**src/rtl/lfa_pkg.sv**
```systemverilog
// Package for the toroidal Life automaton: sizes, register indexes, types and state codes.
package lfa_pkg;

    localparam int COLUMNS = 16;
    localparam int ROWS    = 8;
    localparam int COL_W   = 4;    // column index width
    localparam int CNT_W   = 16;   // detection counter width
    localparam int CFG_IDX_W  = 3;
    localparam int CFG_DATA_W = 10;
    localparam int ACC_W   = 9;    // signed population accumulator
    localparam int SEED_FIRST = 4;
    localparam int SEED_LAST  = 11;

    // register indexes
    localparam logic [CFG_IDX_W-1:0] REG_DEAD_LIMIT   = 3'd0;
    localparam logic [CFG_IDX_W-1:0] REG_SAME_LIMIT   = 3'd1;
    localparam logic [CFG_IDX_W-1:0] REG_STABLE_LIMIT = 3'd2;
    localparam logic [CFG_IDX_W-1:0] REG_CYCLE_LIMIT  = 3'd3;
    localparam logic [CFG_IDX_W-1:0] REG_SEED_MASK    = 3'd4;

    // register reset values
    localparam logic [7:0] DEAD_LIMIT_RST   = 8'd4;
    localparam logic [7:0] SAME_LIMIT_RST   = 8'd8;
    localparam logic [7:0] STABLE_LIMIT_RST = 8'd40;
    localparam logic [9:0] CYCLE_LIMIT_RST  = 10'd240;
    localparam logic [7:0] SEED_MASK_RST    = 8'b0111_1100;

    // input kinds
    localparam logic CMD_STEP = 1'b0;
    localparam logic CMD_LOAD = 1'b1;

    typedef logic [ROWS-1:0] col_t;
    typedef col_t [COLUMNS-1:0] frame_t;

    typedef enum logic [2:0] {
        ST_IDLE,
        ST_COUNT,
        ST_DECIDE,
        ST_GEN,
        ST_LIVE,
        ST_DONE
    } state_t;

    // sequencer controls toward the datapath
    typedef struct packed {
        logic ready;
        logic load_frame;
        logic step_start;
        logic count_en;
        logic decide;
        logic gen_en;
        logic live_en;
        logic acc_clr;
        logic out_load;
    } ctl_t;

endpackage

```
**src/rtl/lfa_next_col.sv**
```systemverilog
// Life rule B3/S23 for one column of cells from its left, own and right columns.
module lfa_next_col
    import lfa_pkg::*;
(
    input  col_t left,
    input  col_t mid,
    input  col_t right,
    output col_t next_col
);

    // per row neighbor count with vertical wraparound
    always_comb
    begin
        logic [3:0] n;
        int         up;
        int         dn;
        next_col = '0;
        for (int y = 0; y < ROWS; y++)
        begin
            up = (y + ROWS - 1) % ROWS;
            dn = (y + 1) % ROWS;
            n = 4'(left[up]) + 4'(left[y]) + 4'(left[dn])
              + 4'(mid[up]) + 4'(mid[dn])
              + 4'(right[up]) + 4'(right[y]) + 4'(right[dn]);
            next_col[y] = (n == 4'd3) || (n == 4'd2 && mid[y]);
        end
    end

endmodule

```
**src/rtl/lfa_pop_acc.sv**
```systemverilog
// Shared population unit: accumulates pop(a) - pop(b) over a column scan.
module lfa_pop_acc
    import lfa_pkg::*;
(
    input  logic                    clk,
    input  logic                    clr,
    input  logic                    en,
    input  col_t                    a,
    input  col_t                    b,
    output logic signed [ACC_W-1:0] acc
);

    logic signed [ACC_W-1:0] acc_reg;
    logic signed [ACC_W-1:0] acc_next;

    function automatic logic [3:0] pop8(input col_t v);
        logic [3:0] n;
        n = '0;
        for (int i = 0; i < ROWS; i++)
        begin
            n = n + 4'(v[i]);
        end
        return n;
    endfunction

    // one add and subtract per cycle while en is high
    always_comb
    begin
        acc_next = acc_reg;
        if (clr)
        begin
            acc_next = '0;
        end
        else if (en)
        begin
            acc_next = acc_reg + $signed({5'd0, pop8(a)}) - $signed({5'd0, pop8(b)});
        end
    end

    always_ff @(posedge clk)
    begin
        acc_reg <= acc_next;
    end

    assign acc = acc_reg;

endmodule

```
**src/rtl/lfa_ctrl.sv**
```systemverilog
// Sequencer: column scans for counting, generation and population.
module lfa_ctrl
    import lfa_pkg::*;
(
    input  logic clk,
    input  logic rst_n,
    input  logic in_valid,
    input  logic in_cmd,
    input  logic out_free,
    output ctl_t ctl
);

    state_t           state_reg;
    state_t           state_next;
    logic [COL_W-1:0] cnt_reg;
    logic [COL_W-1:0] cnt_next;
    logic             last_col;

    localparam logic [COL_W-1:0] LAST_COL = COL_W'(COLUMNS - 1);

    assign last_col = (cnt_reg == LAST_COL);

    // next state
    always_comb
    begin
        state_next = state_reg;
        case (state_reg)
            ST_IDLE:
            begin
                if (in_valid)
                begin
                    state_next = (in_cmd == CMD_LOAD) ? ST_LIVE : ST_COUNT;
                end
            end
            ST_COUNT:  if (last_col) state_next = ST_DECIDE;
            ST_DECIDE: state_next = ST_GEN;
            ST_GEN:    if (last_col) state_next = ST_DONE;
            ST_LIVE:   if (last_col) state_next = ST_DONE;
            ST_DONE:   if (out_free) state_next = ST_IDLE;
            default:   state_next = ST_IDLE;
        endcase
    end

    // outputs
    always_comb
    begin
        ctl = '0;
        case (state_reg)
            ST_IDLE:
            begin
                ctl.ready      = 1'b1;
                ctl.load_frame = in_valid && (in_cmd == CMD_LOAD);
                ctl.step_start = in_valid && (in_cmd == CMD_STEP);
                ctl.acc_clr    = in_valid;
            end
            ST_COUNT:  ctl.count_en = 1'b1;
            ST_DECIDE:
            begin
                ctl.decide  = 1'b1;
                ctl.acc_clr = 1'b1;
            end
            ST_GEN:    ctl.gen_en = 1'b1;
            ST_LIVE:   ctl.live_en = 1'b1;
            ST_DONE:   ctl.out_load = out_free;
            default:   ctl = '0;
        endcase
    end

    // column counter runs during scans
    always_comb
    begin
        if (state_reg == ST_COUNT || state_reg == ST_GEN || state_reg == ST_LIVE)
        begin
            cnt_next = cnt_reg + 1'b1;
        end
        else
        begin
            cnt_next = '0;
        end
    end

    always_ff @(posedge clk or negedge rst_n)
    begin
        if (!rst_n)
        begin
            state_reg <= ST_IDLE;
            cnt_reg   <= '0;
        end
        else
        begin
            state_reg <= state_next;
            cnt_reg   <= cnt_next;
        end
    end

`ifndef SYNTHESIS
    // the counter is at rest outside the scans
    a_cnt_idle: assert property (@(posedge clk) disable iff (!rst_n)
        (state_reg == ST_IDLE || state_reg == ST_DONE || state_reg == ST_DECIDE)
        |-> cnt_reg == '0)
        else $error("column counter not at rest");

    // a count scan always ends in the decision cycle
    a_count_end: assert property (@(posedge clk) disable iff (!rst_n)
        (state_reg == ST_COUNT && last_col) |=> state_reg == ST_DECIDE)
        else $error("count scan did not reach decision");

    // a count scan visits every column once, after the accepting cycle
    a_scan_len: assert property (@(posedge clk) disable iff (!rst_n)
        (state_reg == ST_DECIDE) |-> $past(state_reg, COLUMNS + 1) == ST_IDLE)
        else $error("count scan length wrong");
`endif

endmodule

```
**src/rtl/life_automaton_torus_16x8.sv**
```systemverilog
// Top level: Life B3/S23 on a 16x8 torus with pending and shown frames.
// A step word runs a count scan, the decision state and a generation scan;
// a load word runs a population scan. Each scan goes column by column
// through the shared population unit, and no new word is taken until
// the result is in the output register; ready returns as soon as it is.
// Reset (rst_n low, asynchronous) clears both frames, all counters, and
// returns the configuration registers to their defaults.
module life_automaton_torus_16x8
    import lfa_pkg::*;
(
    input  logic                  clk,
    input  logic                  rst_n,
    input  logic                  s_tvalid,
    output logic                  s_tready,
    // [63:0] frame_low, [127:64] frame_high, [191:128] random_bits
    input  logic [191:0]          s_tdata,
    // [0] cmd
    input  logic [0:0]            s_tuser,
    output logic                  m_tvalid,
    input  logic                  m_tready,
    // [63:0] shown_low, [127:64] shown_high, [128] was_cleared,
    // [129] was_reseeded, [137:130] live_cells, [143:138] zero
    output logic [143:0]          m_tdata,
    input  logic                  cfg_we,
    input  logic [CFG_IDX_W-1:0]  cfg_index,
    input  logic [CFG_DATA_W-1:0] cfg_data
);

    ctl_t ctl;

    // configuration
    logic [7:0] dead_limit_reg;
    logic [7:0] same_limit_reg;
    logic [7:0] stable_limit_reg;
    logic [9:0] cycle_limit_reg;
    logic [7:0] seed_mask_reg;

    // frames and detection state
    frame_t shown_reg,   shown_next;
    frame_t pending_reg, pending_next;
    logic [CNT_W-1:0] dead_reg,   dead_next;
    logic [CNT_W-1:0] same_reg,   same_next;
    logic [CNT_W-1:0] stable_reg, stable_next;
    logic [CNT_W-1:0] cycle_reg,  cycle_next;
    logic             any_live_reg, any_live_next;
    logic             differ_reg,   differ_next;
    logic             cleared_reg,  cleared_next;
    logic             reseeded_reg, reseeded_next;
    logic [63:0]      rand_reg;

    // output register
    logic         m_valid_reg, m_valid_next;
    logic [143:0] m_data_reg;

    // shared units
    col_t                    new_col;
    col_t                    pop_a;
    col_t                    pop_b;
    logic signed [ACC_W-1:0] acc;
    logic                    out_free;

    assign out_free = !m_valid_reg || m_tready;

    lfa_ctrl u_ctrl (
        .clk      (clk),
        .rst_n    (rst_n),
        .in_valid (s_tvalid),
        .in_cmd   (s_tuser[0]),
        .out_free (out_free),
        .ctl      (ctl)
    );

    // window at fixed taps of the rotating shown frame
    lfa_next_col u_next_col (
        .left     (shown_reg[COLUMNS-1]),
        .mid      (shown_reg[0]),
        .right    (shown_reg[1]),
        .next_col (new_col)
    );

    // population operands per scan
    always_comb
    begin
        pop_a = '0;
        pop_b = '0;
        if (ctl.count_en)
        begin
            pop_a = pending_reg[0];
            pop_b = shown_reg[0];
        end
        else if (ctl.gen_en)
        begin
            pop_a = new_col;
        end
        else if (ctl.live_en)
        begin
            pop_a = pending_reg[0];
        end
    end

    lfa_pop_acc u_pop_acc (
        .clk (clk),
        .clr (ctl.acc_clr),
        .en  (ctl.count_en || ctl.gen_en || ctl.live_en),
        .a   (pop_a),
        .b   (pop_b),
        .acc (acc)
    );

    // configuration writes
    always_ff @(posedge clk or negedge rst_n)
    begin
        if (!rst_n)
        begin
            dead_limit_reg   <= DEAD_LIMIT_RST;
            same_limit_reg   <= SAME_LIMIT_RST;
            stable_limit_reg <= STABLE_LIMIT_RST;
            cycle_limit_reg  <= CYCLE_LIMIT_RST;
            seed_mask_reg    <= SEED_MASK_RST;
        end
        else if (cfg_we)
        begin
            case (cfg_index)
                REG_DEAD_LIMIT:   dead_limit_reg   <= cfg_data[7:0];
                REG_SAME_LIMIT:   same_limit_reg   <= cfg_data[7:0];
                REG_STABLE_LIMIT: stable_limit_reg <= cfg_data[7:0];
                REG_CYCLE_LIMIT:  cycle_limit_reg  <= cfg_data[9:0];
                REG_SEED_MASK:    seed_mask_reg    <= cfg_data[7:0];
                default:          ;
            endcase
        end
    end

    // frame and counter datapath
    always_comb
    begin
        logic clr;
        logic rsd;
        shown_next    = shown_reg;
        pending_next  = pending_reg;
        dead_next     = dead_reg;
        same_next     = same_reg;
        stable_next   = stable_reg;
        cycle_next    = cycle_reg;
        any_live_next = any_live_reg;
        differ_next   = differ_reg;
        cleared_next  = cleared_reg;
        reseeded_next = reseeded_reg;
        clr = 1'b0;
        rsd = 1'b0;

        if (ctl.load_frame)
        begin
            for (int c = 0; c < COLUMNS / 2; c++)
            begin
                pending_next[c]               = s_tdata[8*c +: 8];
                pending_next[c + COLUMNS / 2] = s_tdata[64 + 8*c +: 8];
            end
            cleared_next  = 1'b0;
            reseeded_next = 1'b0;
        end
        else if (ctl.step_start)
        begin
            any_live_next = 1'b0;
            differ_next   = 1'b0;
        end
        else if (ctl.count_en || ctl.live_en)
        begin
            // rotate so column k sits at tap 0 on scan cycle k
            for (int c = 0; c < COLUMNS - 1; c++)
            begin
                pending_next[c] = pending_reg[c + 1];
            end
            pending_next[COLUMNS-1] = pending_reg[0];
            if (ctl.count_en)
            begin
                for (int c = 0; c < COLUMNS - 1; c++)
                begin
                    shown_next[c] = shown_reg[c + 1];
                end
                shown_next[COLUMNS-1] = shown_reg[0];
                any_live_next = any_live_reg || (pending_reg[0] != '0);
                differ_next   = differ_reg || (pending_reg[0] != shown_reg[0]);
            end
        end
        else if (ctl.decide)
        begin
            // detection counters
            if (!any_live_reg)
            begin
                dead_next = dead_reg + 1'b1;
            end
            else if (!differ_reg)
            begin
                same_next = same_reg + 1'b1;
            end
            else if (acc == '0)
            begin
                stable_next = stable_reg + 1'b1;
            end
            else
            begin
                dead_next   = '0;
                same_next   = '0;
                stable_next = '0;
            end
            cycle_next = cycle_reg + 1'b1;

            clr = (same_next > {8'd0, same_limit_reg})
               || (stable_next > {8'd0, stable_limit_reg})
               || (cycle_next > {6'd0, cycle_limit_reg});
            rsd = (dead_next >= {8'd0, dead_limit_reg});
            if (clr)
            begin
                cycle_next = '0;
            end

            // clear, reseed, then show
            for (int c = 0; c < COLUMNS; c++)
            begin
                if (rsd && c >= SEED_FIRST && c <= SEED_LAST)
                begin
                    pending_next[c] = rand_reg[8*(c - SEED_FIRST) +: 8] & seed_mask_reg;
                end
                else if (clr)
                begin
                    pending_next[c] = '0;
                end
            end
            shown_next    = pending_next;
            cleared_next  = clr;
            reseeded_next = rsd;
        end
        else if (ctl.gen_en)
        begin
            // shown rotates back to place; new columns shift in at the top
            for (int c = 0; c < COLUMNS - 1; c++)
            begin
                shown_next[c]   = shown_reg[c + 1];
                pending_next[c] = pending_reg[c + 1];
            end
            shown_next[COLUMNS-1]   = shown_reg[0];
            pending_next[COLUMNS-1] = new_col;
        end
    end

    always_ff @(posedge clk or negedge rst_n)
    begin
        if (!rst_n)
        begin
            shown_reg    <= '0;
            pending_reg  <= '0;
            dead_reg     <= '0;
            same_reg     <= '0;
            stable_reg   <= '0;
            cycle_reg    <= '0;
            any_live_reg <= 1'b0;
            differ_reg   <= 1'b0;
            cleared_reg  <= 1'b0;
            reseeded_reg <= 1'b0;
        end
        else
        begin
            shown_reg    <= shown_next;
            pending_reg  <= pending_next;
            dead_reg     <= dead_next;
            same_reg     <= same_next;
            stable_reg   <= stable_next;
            cycle_reg    <= cycle_next;
            any_live_reg <= any_live_next;
            differ_reg   <= differ_next;
            cleared_reg  <= cleared_next;
            reseeded_reg <= reseeded_next;
        end
    end

    // seed bytes of the step word
    always_ff @(posedge clk)
    begin
        if (ctl.step_start)
        begin
            rand_reg <= s_tdata[191:128];
        end
    end

    // output word register
    always_comb
    begin
        m_valid_next = m_valid_reg;
        if (ctl.out_load)
        begin
            m_valid_next = 1'b1;
        end
        else if (m_tready)
        begin
            m_valid_next = 1'b0;
        end
    end

    always_ff @(posedge clk or negedge rst_n)
    begin
        if (!rst_n)
        begin
            m_valid_reg <= 1'b0;
        end
        else
        begin
            m_valid_reg <= m_valid_next;
        end
    end

    always_ff @(posedge clk)
    begin
        if (ctl.out_load)
        begin
            m_data_reg <= {6'd0, acc[7:0], reseeded_reg, cleared_reg, shown_reg};
        end
    end

    assign s_tready = ctl.ready;
    assign m_tvalid = m_valid_reg;
    assign m_tdata  = m_data_reg;

`ifndef SYNTHESIS
    // a frame never holds more than the grid size
    a_live_max: assert property (@(posedge clk) disable iff (!rst_n)
        m_tvalid |-> m_tdata[137:130] <= 8'd128)
        else $error("live count above grid size");

    // clear plus reseed leaves only the seeded columns alive
    a_clr_rsd: assert property (@(posedge clk) disable iff (!rst_n)
        (m_tvalid && m_tdata[128] && m_tdata[129])
        |-> (m_tdata[31:0] == 32'd0 && m_tdata[127:96] == 32'd0))
        else $error("cleared columns outside the seed area are live");

    // an accepted word blocks the input until its work is done
    a_busy: assert property (@(posedge clk) disable iff (!rst_n)
        (s_tvalid && s_tready) |=> !s_tready)
        else $error("input ready right after acceptance");
`endif

endmodule

```
**config.mk**
```make
export PLATFORM = sky130hd
export DESIGN_NAME = life_automaton_torus_16x8
export DESIGN_NICKNAME = d
export VERILOG_FILES = /design/src/rtl/lfa_pkg.sv /design/src/rtl/lfa_next_col.sv /design/src/rtl/lfa_pop_acc.sv /design/src/rtl/lfa_ctrl.sv /design/src/rtl/life_automaton_torus_16x8.sv
export SDC_FILE = /design/constraint.sdc
export NUM_CORES = 1
export LEC_CHECK = 0
export BUFFER_PORTS_ARGS = -buffer_cell sky130_fd_sc_hd__buf_2
export CORE_UTILIZATION = 35
export CTS_BUF_LIST = sky130_fd_sc_hd__clkbuf_8
export DETAILED_ROUTE_END_ITERATION = 12
export MAX_ROUTING_LAYER = met4
export SYNTH_ARGS = -nofsm -noshare
export SYNTH_HDL_FRONTEND = slang
export SYNTH_HIERARCHICAL = 1
export SYNTH_SLANG_ARGS = --single-unit
```
**constraint.sdc**
```tcl
create_clock -name clk -period 10.75 [get_ports clk]
set_clock_uncertainty 0.05 [all_clocks]
set_input_delay 1.075 -clock clk [delete_from_list [all_inputs] [get_ports clk]]
set_output_delay 1.075 -clock clk [all_outputs]
set_load 0.01 [all_outputs]
```
# Word level (Yosys, flattened, before mapping)
# Index checks and enable logic that the tools add are counted.
dict set report classes {
  n_addsub 77
  order_cmp 4
  eq_ne 34
  mux 89
  bitwise 12
  reduce_logical 51
}
# cell count
set op_table {}
lappend op_table {{two-way mux 128 bit} 9}
lappend op_table {{two-way mux 16 bit} 22}
lappend op_table {{adder 4 x 1 -> 4 bit} 60}
lappend op_table {{two-way mux 8 bit} 28}
lappend op_table {{adder 16 x 1 -> 16 bit (second input constant)} 4}
lappend op_table {{bitwise AND 8 bit} 8}
lappend op_table {{equality test 4 x 2 -> 1 bit (second input constant)} 16}
lappend op_table {{> comparator 16 x 8 -> 1 bit} 2}
lappend op_table {{two-way mux 1 bit} 21}
lappend op_table {{adder 1 x 1 -> 2 bit} 10}
lappend op_table {{logical OR 1 bit} 18}
lappend op_table {{two-way mux 3 bit} 6}
lappend op_table {{greater-or-equal comparator 16 x 8 -> 1 bit} 1}
lappend op_table {{> comparator 16 x 10 -> 1 bit} 1}
lappend op_table {{one-hot mux 3 bit (5 select lines)} 1}
lappend op_table {{equality test 3 x 2 -> 1 bit (second input constant)} 4}
lappend op_table {{AND reduction 2 bit} 6}
lappend op_table {{AND reduction 4 bit} 3}
lappend op_table {{logical AND 1 bit} 10}
lappend op_table {{adder 9 x 5 -> 9 bit} 1}
lappend op_table {{equality test 3 bit (second input constant)} 3}
lappend op_table {{zero test 9 bit} 1}
lappend op_table {{subtractor 9 x 5 -> 9 bit} 1}
lappend op_table {{!= test 2 x 1 -> 1 bit (second input constant)} 4}
lappend op_table {{16 further kinds} 27}
dict set report word_totals {
  register_bits 585
  inputBits 211
  output_inout_bits 146
  wordCells 318
}

# Depth between registers and ports, before layout
# Gate-level depths: netlist of run 1.
dict set report logic_depth {
  word_depth 21
  depth_mapped 24
}

# Modules after synthesis
# The synthesis of run 1 kept the hierarchy.
# module instances cells_each area_per_inst_um2
set by_module_without_submodules {}
lappend by_module_without_submodules {life_automaton_torus_16x8 1 2449 26337.8}
lappend by_module_without_submodules {lfa_next_col 1 142 1331.3}
lappend by_module_without_submodules {lfa_pop_acc 1 131 1141.1}
lappend by_module_without_submodules {lfa_ctrl 1 49 457.9}

# Least setup slack after synthesis of run 1
# OpenSTA, ideal clock, no wires.
dict set report synth_path {
  kind {input to register}
  startpoint {input port m_tready}
  endpoint {register m_data_reg[0] (netlist: m_tdata[0]), enable pin}
  arrival_ps 10596
  slack_ps -702
  path_stages 3
  path_buffers 0
  cell_sequence {nand2b_1 nand2_1 nor3_1}
}
# element line
set synth_rtl {}
lappend synth_rtl {{start, declared} life_automaton_torus_16x8.sv:20} ;# input logic m_tready,
lappend synth_rtl {{end signal, assigned} life_automaton_torus_16x8.sv:316} ;# m_data_reg <= {6'd0, acc[7:0], reseeded_reg, cleared_reg, shown_reg};
lappend synth_rtl {{end, declared} life_automaton_torus_16x8.sv:53} ;# logic [143:0] m_data_reg;

# Final worst setup path of run 1
dict set report layout_path {
  startpoint {register shown_reg[1] in the netlist's numbering}
  endpoint {register u_pop_acc.acc_reg[8] (netlist: u_pop_acc/acc[8])}
}
dict set report layout_between {
  elab_chain_cells 18
}
# element line
set layout_rtl {}
lappend layout_rtl {{start, declared} life_automaton_torus_16x8.sv:39} ;# frame_t shown_reg, shown_next;
lappend layout_rtl {{start signal, assigned} life_automaton_torus_16x8.sv:264} ;# shown_reg <= shown_next;
lappend layout_rtl {{adder 4 x 1 -> 4 bit (*) (2 in a row)} lfa_next_col.sv:23} ;# + 4'(mid[up]) + 4'(mid[dn])
lappend layout_rtl {{adder 4 x 1 -> 4 bit (*) (3 in a row)} lfa_next_col.sv:24} ;# + 4'(right[up]) + 4'(right[y]) + 4'(right[dn]);
lappend layout_rtl {{equality test 4 x 2 -> 1 bit} lfa_next_col.sv:25} ;# next_col[y] = (n == 4'd3) || (n == 4'd2 && mid[y]);
lappend layout_rtl {{logical AND 1 bit} lfa_next_col.sv:25}
lappend layout_rtl {{logical OR 1 bit (*)} lfa_next_col.sv:25}
lappend layout_rtl {{net new_col[2]} life_automaton_torus_16x8.sv:56} ;# col_t new_col;
lappend layout_rtl {{two-way mux 8 bit (*)} life_automaton_torus_16x8.sv:91} ;# else if (ctl.gen_en)
lappend layout_rtl {{two-way mux 8 bit (*)} life_automaton_torus_16x8.sv:86} ;# if (ctl.count_en)
lappend layout_rtl {{net pop_a[2]} life_automaton_torus_16x8.sv:57} ;# col_t pop_a;
lappend layout_rtl {{adder 4 x 1 -> 4 bit (*) (6 in a row)} lfa_pop_acc.sv:21} ;# n = n + 4'(v[i]);
lappend layout_rtl {{adder 9 x 5 -> 9 bit (*)} lfa_pop_acc.sv:36} ;# acc_next = acc_reg + $signed({5'd0, pop8(a)}) - $signed({5'd0, pop8(b)});
lappend layout_rtl {{subtractor 9 x 5 -> 9 bit (*)} lfa_pop_acc.sv:36}
lappend layout_rtl {{end signal, assigned} lfa_pop_acc.sv:42} ;# acc_reg <= acc_next;
lappend layout_rtl {{end, declared} lfa_pop_acc.sv:13} ;# logic signed [ACC_W-1:0] acc_reg;
# Mark *: on every way through the listed nets, which the timed path passes. The rest lies on a longest branch.
# A chain may end at the register's enable or synchronous reset.

==> flow_summary.json, run 1 <==
{
  "worstSetupEndpoint": "u_pop_acc/acc[8]$_SDFFE_PP0P_",
  "final.min_clock_period_ps": 7470,
  "setup_ws_ps": 3280,
  "pin_count": 357,
  "peakVddDrop_v": 0.000203,
  "synth_common_cells": "361 x dfrtp_1, 307 x nand2_1, 254 x a21oi_1, 202 x edfxtp_1, 158 x o21ai_0",
  "ctsHoldBuffers": 0,
  "startpoint_type": "flop",
  "ys_seq_elements": 585,
  "nets": 3400,
  "slew_headroom": 0.175,
  "place.gp.congestion": 0.892,
  "ys_seq_area_frac": 0.534,
  "fillers": 7947,
  "synth.top_cell.area_share": 0.309,
  "cp_top_family": "adder cells",
  "fmax_mhz": 134,
  "slowest_delay_ps": 570,
  "grt_antenna_before_repair": 17,
  "slowest_stage": "fa_1",
  "drtAntennaViolNets": 0,
  "grt_setup_unrepaired": "no",
  "grt_pass1_vias": 22900,
  "ys.flop_type": "dfrtp_1",
  "yosysMostFrequentCell": "dfrtp_1",
  "cts_buffers": 105,
  "r2r_start": "shown_reg[1]$_DFFE_PN0P_",
  "hold_class": "in2async",
  "finalInstanceArea_um2": 34100,
  "crit_buf_inv": 5,
  "crit_fanout": 8,
  "critPathKind": "reg2reg",
  "dp_hpwl_um": 63600,
  "grt_usage": 0.236,
  "largest_reg_flops": 138,
  "clk_pin_slew_ps": 60,
  "wl_per_cell_um": 23.3,
  "leakagePower_nw": 14.9,
  "setup_viol": 0,
  "hold_violations": 0,
  "final_cells": 4245,
  "viasPerCell": 5.61,
  "drive_above_1_share": 0.209,
  "crit_path_end_kind": "flop",
  "slew_viol_final": 0,
  "rr_worst_depth": 24,
  "dp_slack_ps": 3290,
  "rrSetupSlack_ps": 3280,
  "cts-resized-gates": 0,
  "core-area_um2": 82400,
  "r2r-end": "u_pop_acc/acc[8]$_SDFFE_PP0P_",
  "crit_top_cell": "fa_1",
  "vias": 23800,
  "tns_ps": 0,
  "synth_cells": 2771,
  "synth_area_per_cell_um2": 10.6,
  "yosys-top-cells-area": "dfrtp_1 31%, edfxtp_1 21%, a21oi_1 4.3%, nand2_1 3.9%, ha_1 3.3%",
  "synth_top_area_cell": "dfrtp_1",
  "route.detailed.drc": 0,
  "post-cts-setup-buffers": 0,
  "dieArea_um2": 84800,
  "syn_to_final_growth_pct": 16.5,
  "status": "finished, final reports clean",
  "synth-edff-count": 202,
  "die_h_um": 291,
  "worstPathRequired_ps": 11280,
  "grt_max_degree": 163,
  "initial_core_util": 0.355,
  "worstPathCellList": "inv_1 > fa_1 > fa_1 > fa_1 > inv_1 > ha_1 > fa_1 > or2_2 > a21oi_1 > a22o_1 > inv_1 > fa_1 > fa_1 > fa_1 > inv_1 > fa_1 > fa_1 > inv_1 > fa_1 > nor2b_4 > o31a_1 > o21ai_2 > mux2i_1 > mux2_1",
  "setup.worst_path.start": "shown_reg[1]$_DFFE_PN0P_",
  "synth_cell_types": 81,
  "tightest_slew_ps": 1240,
  "max-cap-violations": 0,
  "wl_um": 99000,
  "final_core_util": 0.414,
  "power_density_nw_per_um2": 283,
  "placed_area_um2": 31900,
  "grt_pass1_wl_um": 148000,
  "async_reset_ff_frac": 0.639,
  "io_buffers": 350,
  "synth_area_um2": 29300,
  "drtPass1Iterations": 5,
  "path_depth": 24,
  "htree_levels": 3,
  "synth-warning-count": 6,
  "drt-initial-drc-count": 2182,
  "grt_overflow_total": 0,
  "clock-root-buffer": "clkbuf_8",
  "die_w_um": 291,
  "dp.cells": 4030,
  "rows": 105,
  "clock_latency_ps": 720,
  "cts.sink_count": 585,
  "cts_tree": "built",
  "cts_buffer_depth": 3,
  "finalCritPeriodShare": 0.695,
  "critPathArrivalTime_ps": 8000
}
cell usage in the layout (no fill, tap or decap), drive strengths merged, types with 20 or more instances in the layout:
cell type,instances
buf,381
nand2,307
clkbuf,125
a22o,74
o31ai,20
and2,82
a21oi,254
a31o,66
nand3,114
nor2,81
ha,78
inv,159
clkinv,31
or3,68
mux2,26
o21ai,161
a221o,65
and3,73
o2bb2ai,58
xor2,22
fa,44
edfxtp,202
dfrtp,361
nand4,93
routing by layer:
| metal | part of all wire | track usage | vias to the layer above |
|---|---|---|---|
| met1 | 0.45 | 0.323 | 11900 |
| met5 | 0 | - | - |
| met2 | 0.45 | 0.343 | 993 |
| li1 | - | - | 10800 |
| met3 | 0.072 | 0.0474 | 167 |
| met4 | 0.033 | 0.0879 | 0 |
where the power goes:
part           total [mW]  switching [mW]  internal [mW]
clock                2.14            1.00           1.13
combinational        3.86            2.40           1.46
sequential           3.67           0.640           3.03
total                9.67            4.04           5.63
worst min path at each step:
stage / to / startpoint / slack, ps / cells past startpoint
after floorplan: m_tdata[128]$_DFFE_PP_ / cleared_reg$_DFFE_PN0P_ / 370 / 0
final: shown_reg[27]$_DFFE_PN0P_ / rst_n / 330 / 1
after global routing: shown_reg[30]$_DFFE_PN0P_ / rst_n / 340 / 1
after CTS: shown_reg[27]$_DFFE_PN0P_ / rst_n / 320 / 1
after detailed placement: m_tdata[129]$_DFFE_PP_ / reseeded_reg$_DFFE_PN0P_ / 390 / 0
after global placement: m_tdata[128]$_DFFE_PP_ / cleared_reg$_DFFE_PN0P_ / 380 / 0
through the flow:
| step | total power [mW] | hold WS [ps] |
|---|---|---|
| 2_1_floorplan | 6.15 | 370 |
| 3_3_place_gp | 7.45 | 377 |
| 3_5_place_dp | 7.52 | 390 |
| 4_1_cts | 9.70 | 319 |
| 5_1_grt | 10.3 | 344 |
| 6_report | 9.67 | 330 |
kinds of logic (layout without fill, tap and decap cells):
| kind of cell | Yosys count | after routing | share of synthesized area |
|---|---|---|---|
| buffers and inverters | 319 | 702 | 0.0450 |
| AO/OA/AOI/OAI | 766 | 766 | 0.176 |
| XOR/XNOR | 33 | 33 | 0.00987 |
| other | 1 | 22 | 0.000128 |
| AND/OR/NAND/NOR | 912 | 912 | 0.160 |
| flip-flops | 585 | 585 | 0.534 |
| adder cells (fa/ha/maj) | 122 | 122 | 0.0634 |
| multiplexers | 33 | 33 | 0.0124 |
final cells by class:
cell class	instances	area, µm²	area share
Antenna cell	16	40.0	0.00117
Clock buffer	125	1720	0.0504
Clock inverter	74	434	0.0127
Inverter	122	458	0.0134
Multi-Input combinational cell	1872	12500	0.366
Sequential cell	585	15600	0.458
Tap cell	1070	1340	0.0393
Timing Repair Buffer	381	2020	0.0592
Power figures use the tool's default switching activity.
==> run 2, diff against run 1 <==
clock period = 6.8 ns   (was 10.75 ns; I/O delays follow)
==> run 2 against run 1 <==
  * The run now ends with negative setup slack left
  * Worst hold slack worse by 240 ps
  * Largest power group unchanged
  * Die area stayed put
  * Fmax is 7.6% higher
==> flow_summary.json, run 2 (synthesis results as in run 1) <==
{
  "fillers": 7893,
  "cts.sink_count": 585,
  "crit_buf_inv": 6,
  "tightest_slew_ps": 1100,
  "worstHoldStart": "s_tdata[139]",
  "seqPwrFrac": 0.361,
  "grt_setup_unrepaired": "yes",
  "place.gp.congestion": 0.863,
  "slowest_delay_ps": 550,
  "dp_slack_ps": -249,
  "cts_buffers": 103,
  "die_h_um": 291,
  "drtPass1Iterations": 5,
  "syn_to_final_growth_pct": 17.9,
  "core-area_um2": 82400,
  "vias": 24000,
  "final_core_util": 0.419,
  "grt_overflow_total": 0,
  "dp_hpwl_um": 64900,
  "crit_path_end_kind": "flop",
  "htree_levels": 3,
  "drtAntennaViolNets": 0,
  "met2_length_um": 44500,
  "final.min_clock_period_ps": 6940,
  "leakagePower_nw": 15.0,
  "grt_usage": 0.237,
  "grt_pass1_vias": 23300,
  "clk_pin_slew_ps": 60,
  "grt_max_degree": 178,
  "cts_tree": "built",
  "cts_buffer_depth": 3,
  "grt_antenna_before_repair": 5,
  "internal_power_mw": 9.33,
  "drive_above_1_share": 0.226,
  "max-cap-violations": 0,
  "hold_violations": 0,
  "slew_headroom": 0.267,
  "wl_per_cell_um": 23.3,
  "die_w_um": 291,
  "largest_reg_flops": 138,
  "rrSetupSlack_ps": -140,
  "initial_core_util": 0.355,
  "crit_top_cell": "fa_1",
  "final_common_cell": "dfrtp_1",
  "wl_met3_um": 7080,
  "slowest_stage": "fa_1",
  "grt_pass1_wl_um": 150000,
  "routed.top_layer": "met4",
  "cp_top_family": "adder cells",
  "crit_fanout": 3,
  "setup_ws_ps": -140,
  "p_sw_frac": 0.412,
  "pin_count": 357,
  "power_density_nw_per_um2": 460,
  "nets": 3440,
  "fmax_mhz": 144,
  "dieArea_um2": 84800,
  "switchingPower_mw": 6.54,
  "startpoint_type": "flop",
  "violations": "negative setup slack",
  "tns_ps": -436,
  "totalPowerFinal_mw": 15.9,
  "critPathArrivalTime_ps": 7500,
  "slew_viol_final": 0,
  "pwr-share-comb": 0.430,
  "finalCritPeriodShare": 1.02,
  "wl_met1_um": 44800,
  "r2r_start": "shown_reg[123]$_DFFE_PN0P_",
  "setup.worst_path.start": "shown_reg[123]$_DFFE_PN0P_",
  "final_cell_mix": "360 x dfrtp_1, 349 x buf_2, 305 x nand2_1",
  "clock-root-buffer": "clkbuf_8",
  "io_buffers": 350,
  "viasPerCell": 5.63,
  "hold_slack_ps": 93.4,
  "worstPathRequired_ps": 7360,
  "hold_class": "in2reg",
  "status": "finished, violations left",
  "critPathKind": "reg2reg",
  "clock_latency_ps": 710,
  "route.detailed.drc": 0,
  "wl_um": 99500,
  "clockPowerShare": 0.209,
  "rows": 105,
  "drt-initial-drc-count": 2333,
  "peakVddDrop_v": 0.000241,
  "setup_viol": 4
}
[run 2: changes by cell type in the layout (fill, tap and decap cells not counted), sizes merged]
| cell | previous run | this run |
|---|---|---|
| buf | 381 | 422 |
| bufinv | 3 | 5 |
| dlygate4sd3 | 0 | 1 |
| clkbuf | 125 | 117 |
| clkinv | 31 | 30 |
| diode | 16 | 5 |
| clkinvlp | 3 | 1 |
| inv | 159 | 161 |
[run 2: path summary, 6_finish.rpt]
kind                                            endpoint  cells past startpoint
setup reg to reg           u_pop_acc/acc[7]$_SDFFE_PP0P_                     25
hold / removal                    rand_reg[11]$_DFFE_PP_                      1
max in group asynchronous  same_limit_reg[2]$_DFFE_PN0P_                      3
min in group asynchronous      shown_reg[43]$_DFFE_PN0P_                      2
setup / recovery           u_pop_acc/acc[7]$_SDFFE_PP0P_                     25
hold reg to reg                    m_tdata[94]$_DFFE_PP_                      0
[run 2: metrics by stage]
| stage | cells | area (µm²) |
|---|---|---|
| 2_1_floorplan | 2776 | 29300 |
| 3_5_place_dp | 4062 | 32300 |
| 4_1_cts | 4259 | 34400 |
| 6_report | 4269 | 34500 |
| 3_3_place_gp | 4062 | 32300 |
| 5_1_grt | 4267 | 34500 |
[run 2: final cells by class]
type | instances | area, µm² | share of cell area
Sequential cell | 585 | 15600 | 0.453
Multi-Input combinational cell | 1872 | 12600 | 0.365
Timing Repair Buffer | 423 | 2400 | 0.0696
Clock buffer | 117 | 1610 | 0.0467
Tap cell | 1070 | 1340 | 0.0388
Clock inverter | 75 | 463 | 0.0134
Inverter | 122 | 458 | 0.0133
Antenna cell | 5 | 12.5 | 0.000362
[run 2: what timing repair did]
action	in CTS	in global routing
setup buffers	4	5
gates resized for setup	14	9
hold endpoints to repair	45	0
endpoints found under the setup margin	4	7
hold buffers	1	0
pin swaps	18	12
[run 2: metal layers]
layer | global-route usage | up-vias
met5 | - | -
met4 | 0.0801 | 0
met3 | 0.0353 | 176
met2 | 0.346 | 1060
met1 | 0.335 | 11900
li1 | - | 10900
[run 2: power groups by stage]
stage               registers, mW  logic (mW)  clock network (mW)
floorplan                    5.44        4.36                   0
global placement             5.75        6.31                   0
detailed placement           5.76        6.42                   0
CTS                          5.71        6.65                3.39
global route                 5.82        7.55                3.53
finish                       5.73        6.83                3.32
==> run 3, diff against run 2 <==
BUFFER_PORTS_ARGS = default   (was -buffer_cell sky130_fd_sc_hd__buf_2)
DONT_BUFFER_PORTS = 1   (was default)
==> run 3 against run 2 <==
  * The run ends with negative hold slack, negative setup slack left
  * Fmax down 0.29%
  * Clock-buffer cell count increased by 4
  * Non-clock buffer count decreased by 274
  * Clock power hardly changed
  * First-iteration DRC count shrank 0.21%
  * Worst hold slack lost 480 ps
  * Worst setup slack lost 20 ps
  * Global-route usage fell by 0.49 points
  * Routed wire length down 1.6%
  * Critical endpoint is now u_pop_acc/acc[8]$_SDFFE_PP0P_
  * Largest cell class unchanged
  * Largest power group unchanged
==> flow_summary.json, run 3 (synthesis results as in run 1) <==
{
  "drt-initial-drc-count": 2328,
  "slowest_delay_ps": 550,
  "final_cells": 4015,
  "tightest_slew_ps": 1430,
  "startpoint_type": "flop",
  "critPathArrivalTime_ps": 7550,
  "r2r-end": "u_pop_acc/acc[8]$_SDFFE_PP0P_",
  "clock_latency_ps": 770,
  "initial_core_util": 0.355,
  "worstPathRequired_ps": 7390,
  "vias": 23000,
  "final_core_util": 0.407,
  "grt_max_degree": 375,
  "crit_path_end_kind": "flop",
  "grt_pass1_wl_um": 145000,
  "top_usage_layer": "met2",
  "drtAntennaViolNets": 0,
  "grt_antenna_before_repair": 25,
  "critPathKind": "reg2reg",
  "largest_reg_flops": 138,
  "ctsHoldBuffers": 74,
  "hold_slack_ps": -383,
  "grt_setup_unrepaired": "yes",
  "viasPerCell": 5.74,
  "power_density_nw_per_um2": 468,
  "finalCritPeriodShare": 1.02,
  "nets": 3165,
  "cts_tree": "built",
  "totalPowerFinal_mw": 15.7,
  "drtPass1Iterations": 6,
  "setup_ws_ps": -160,
  "crit_top_cell": "fa_1",
  "dieArea_um2": 84800,
  "place.gp.congestion": 0.855,
  "hold_class": "in2async",
  "drive_above_1_share": 0.133,
  "die_w_um": 291,
  "grt_usage": 0.232,
  "slew_viol_final": 0,
  "wl_um": 97900,
  "pin_count": 357,
  "fmax_mhz": 144,
  "use_met3": 0.0571,
  "finalInstanceArea_um2": 33500,
  "worstSetupEndpoint": "u_pop_acc/acc[8]$_SDFFE_PP0P_",
  "setup.worst_path.start": "shown_reg[2]$_DFFE_PN0P_",
  "dp.cells": 3712,
  "use_met2": 0.330,
  "wl_per_cell_um": 24.4,
  "slew_headroom": 0.0437,
  "worstPathCellList": "inv_2 > fa_1 > fa_1 > fa_1 > inv_1 > ha_2 > fa_2 > or2_4 > a21oi_4 > a22o_1 > inv_2 > fa_1 > fa_1 > fa_2 > inv_2 > fa_2 > fa_1 > inv_1 > fa_2 > nor2b_4 > o31a_1 > o21ai_2 > mux2i_1 > mux2_1",
  "max-cap-violations": 0,
  "grt_overflow_total": 0,
  "cts.sink_count": 585,
  "cts_buffers": 102,
  "route.detailed.drc": 0,
  "setup_viol": 4,
  "die_h_um": 291,
  "peakVddDrop_v": 0.000280,
  "htree_levels": 3,
  "r2r_start": "shown_reg[2]$_DFFE_PN0P_",
  "rows": 105,
  "rr_worst_depth": 24,
  "clock-root-buffer": "clkbuf_8",
  "clk_pin_slew_ps": 60,
  "dp_hpwl_um": 62600,
  "crit_fanout": 3,
  "hold_violations": 361,
  "status": "finished, violations left",
  "core-area_um2": 82400,
  "grtUsageMet1": 0.317,
  "io_buffers": 0,
  "leakagePower_nw": 14.0,
  "final_common_cell": "dfrtp_1",
  "cts_buffer_depth": 3,
  "tns_ps": -408,
  "final_cell_mix": "360 x dfrtp_1, 305 x nand2_1, 249 x a21oi_1",
  "placed_area_um2": 30500,
  "slowest_stage": "fa_1",
  "final.min_clock_period_ps": 6960,
  "rrSetupSlack_ps": -160,
  "violations": "negative hold slack, negative setup slack",
  "grt_pass1_vias": 22000,
  "syn_to_final_growth_pct": 14.6
}
[run 3: power by group]
group	leakage [nW]	total, mW	switching (mW)	internal [mW]
Clock	1.21	3.34	1.59	1.75
Sequential	6.60	5.84	1.04	4.79
Combinational	6.16	6.53	3.87	2.66
[run 3: through the flow]
stage / hold WS, ps / setup WS [ps]
after CTS: -442 / -149
after global placement: 376 / -168
after floorplan: 334 / -44.1
after global routing: -425 / -436
after detailed placement: 375 / -238
final: -383 / -160
[run 3: layout make-up]
| type | count | area [µm²] |
|---|---|---|
| timing repair buffer | 149 | 1360 |
| inverter | 122 | 458 |
| clock buffer | 121 | 1670 |
| multi-input combinational | 1872 | 12600 |
| sequential | 585 | 15600 |
| clock inverter | 73 | 427 |
| tap | 1070 | 1340 |
| antenna | 23 | 57.6 |
| fill | 7910 | 48800 |
[run 3: critical path: cells and delay by family (launching register included)]
kind / cells / cell delay (ps)
buffers and inverters: 5 / 280
AND/OR/NAND/NOR: 2 / 390
multiplexers: 2 / 480
AO/OA/AOI/OAI: 4 / 570
adder cells (fa/ha/maj): 11 / 4710
flip-flops: 1 / 360
[run 3: how the worst min path moves through the flow]
stage                     slack, ps                        end  cells past startpoint
final                          -380  shown_reg[43]$_DFFE_PN0P_                      0
after global routing           -430  shown_reg[43]$_DFFE_PN0P_                      0
after CTS                      -440  shown_reg[43]$_DFFE_PN0P_                      0
after detailed placement        380  shown_reg[43]$_DFFE_PN0P_                      0
after global placement          380  shown_reg[43]$_DFFE_PN0P_                      0
after floorplan                 330   any_live_reg$_DFFE_PN0P_                      0
[run 3: per-layer routing]
layer	vias up	share of wire
li1	10300	-
met1	11500	0.44
met2	1008	0.44
met3	195	0.084
met4	0	0.036
met5	-	0
[run 3: repair_timing]
item / CTS / global route
setup buffers: 6 / 6
hold endpoints to repair: 480 / 368
gates resized for setup: 16 / 14
pin swaps: 10 / 10
endpoints found under the setup margin: 4 / 7
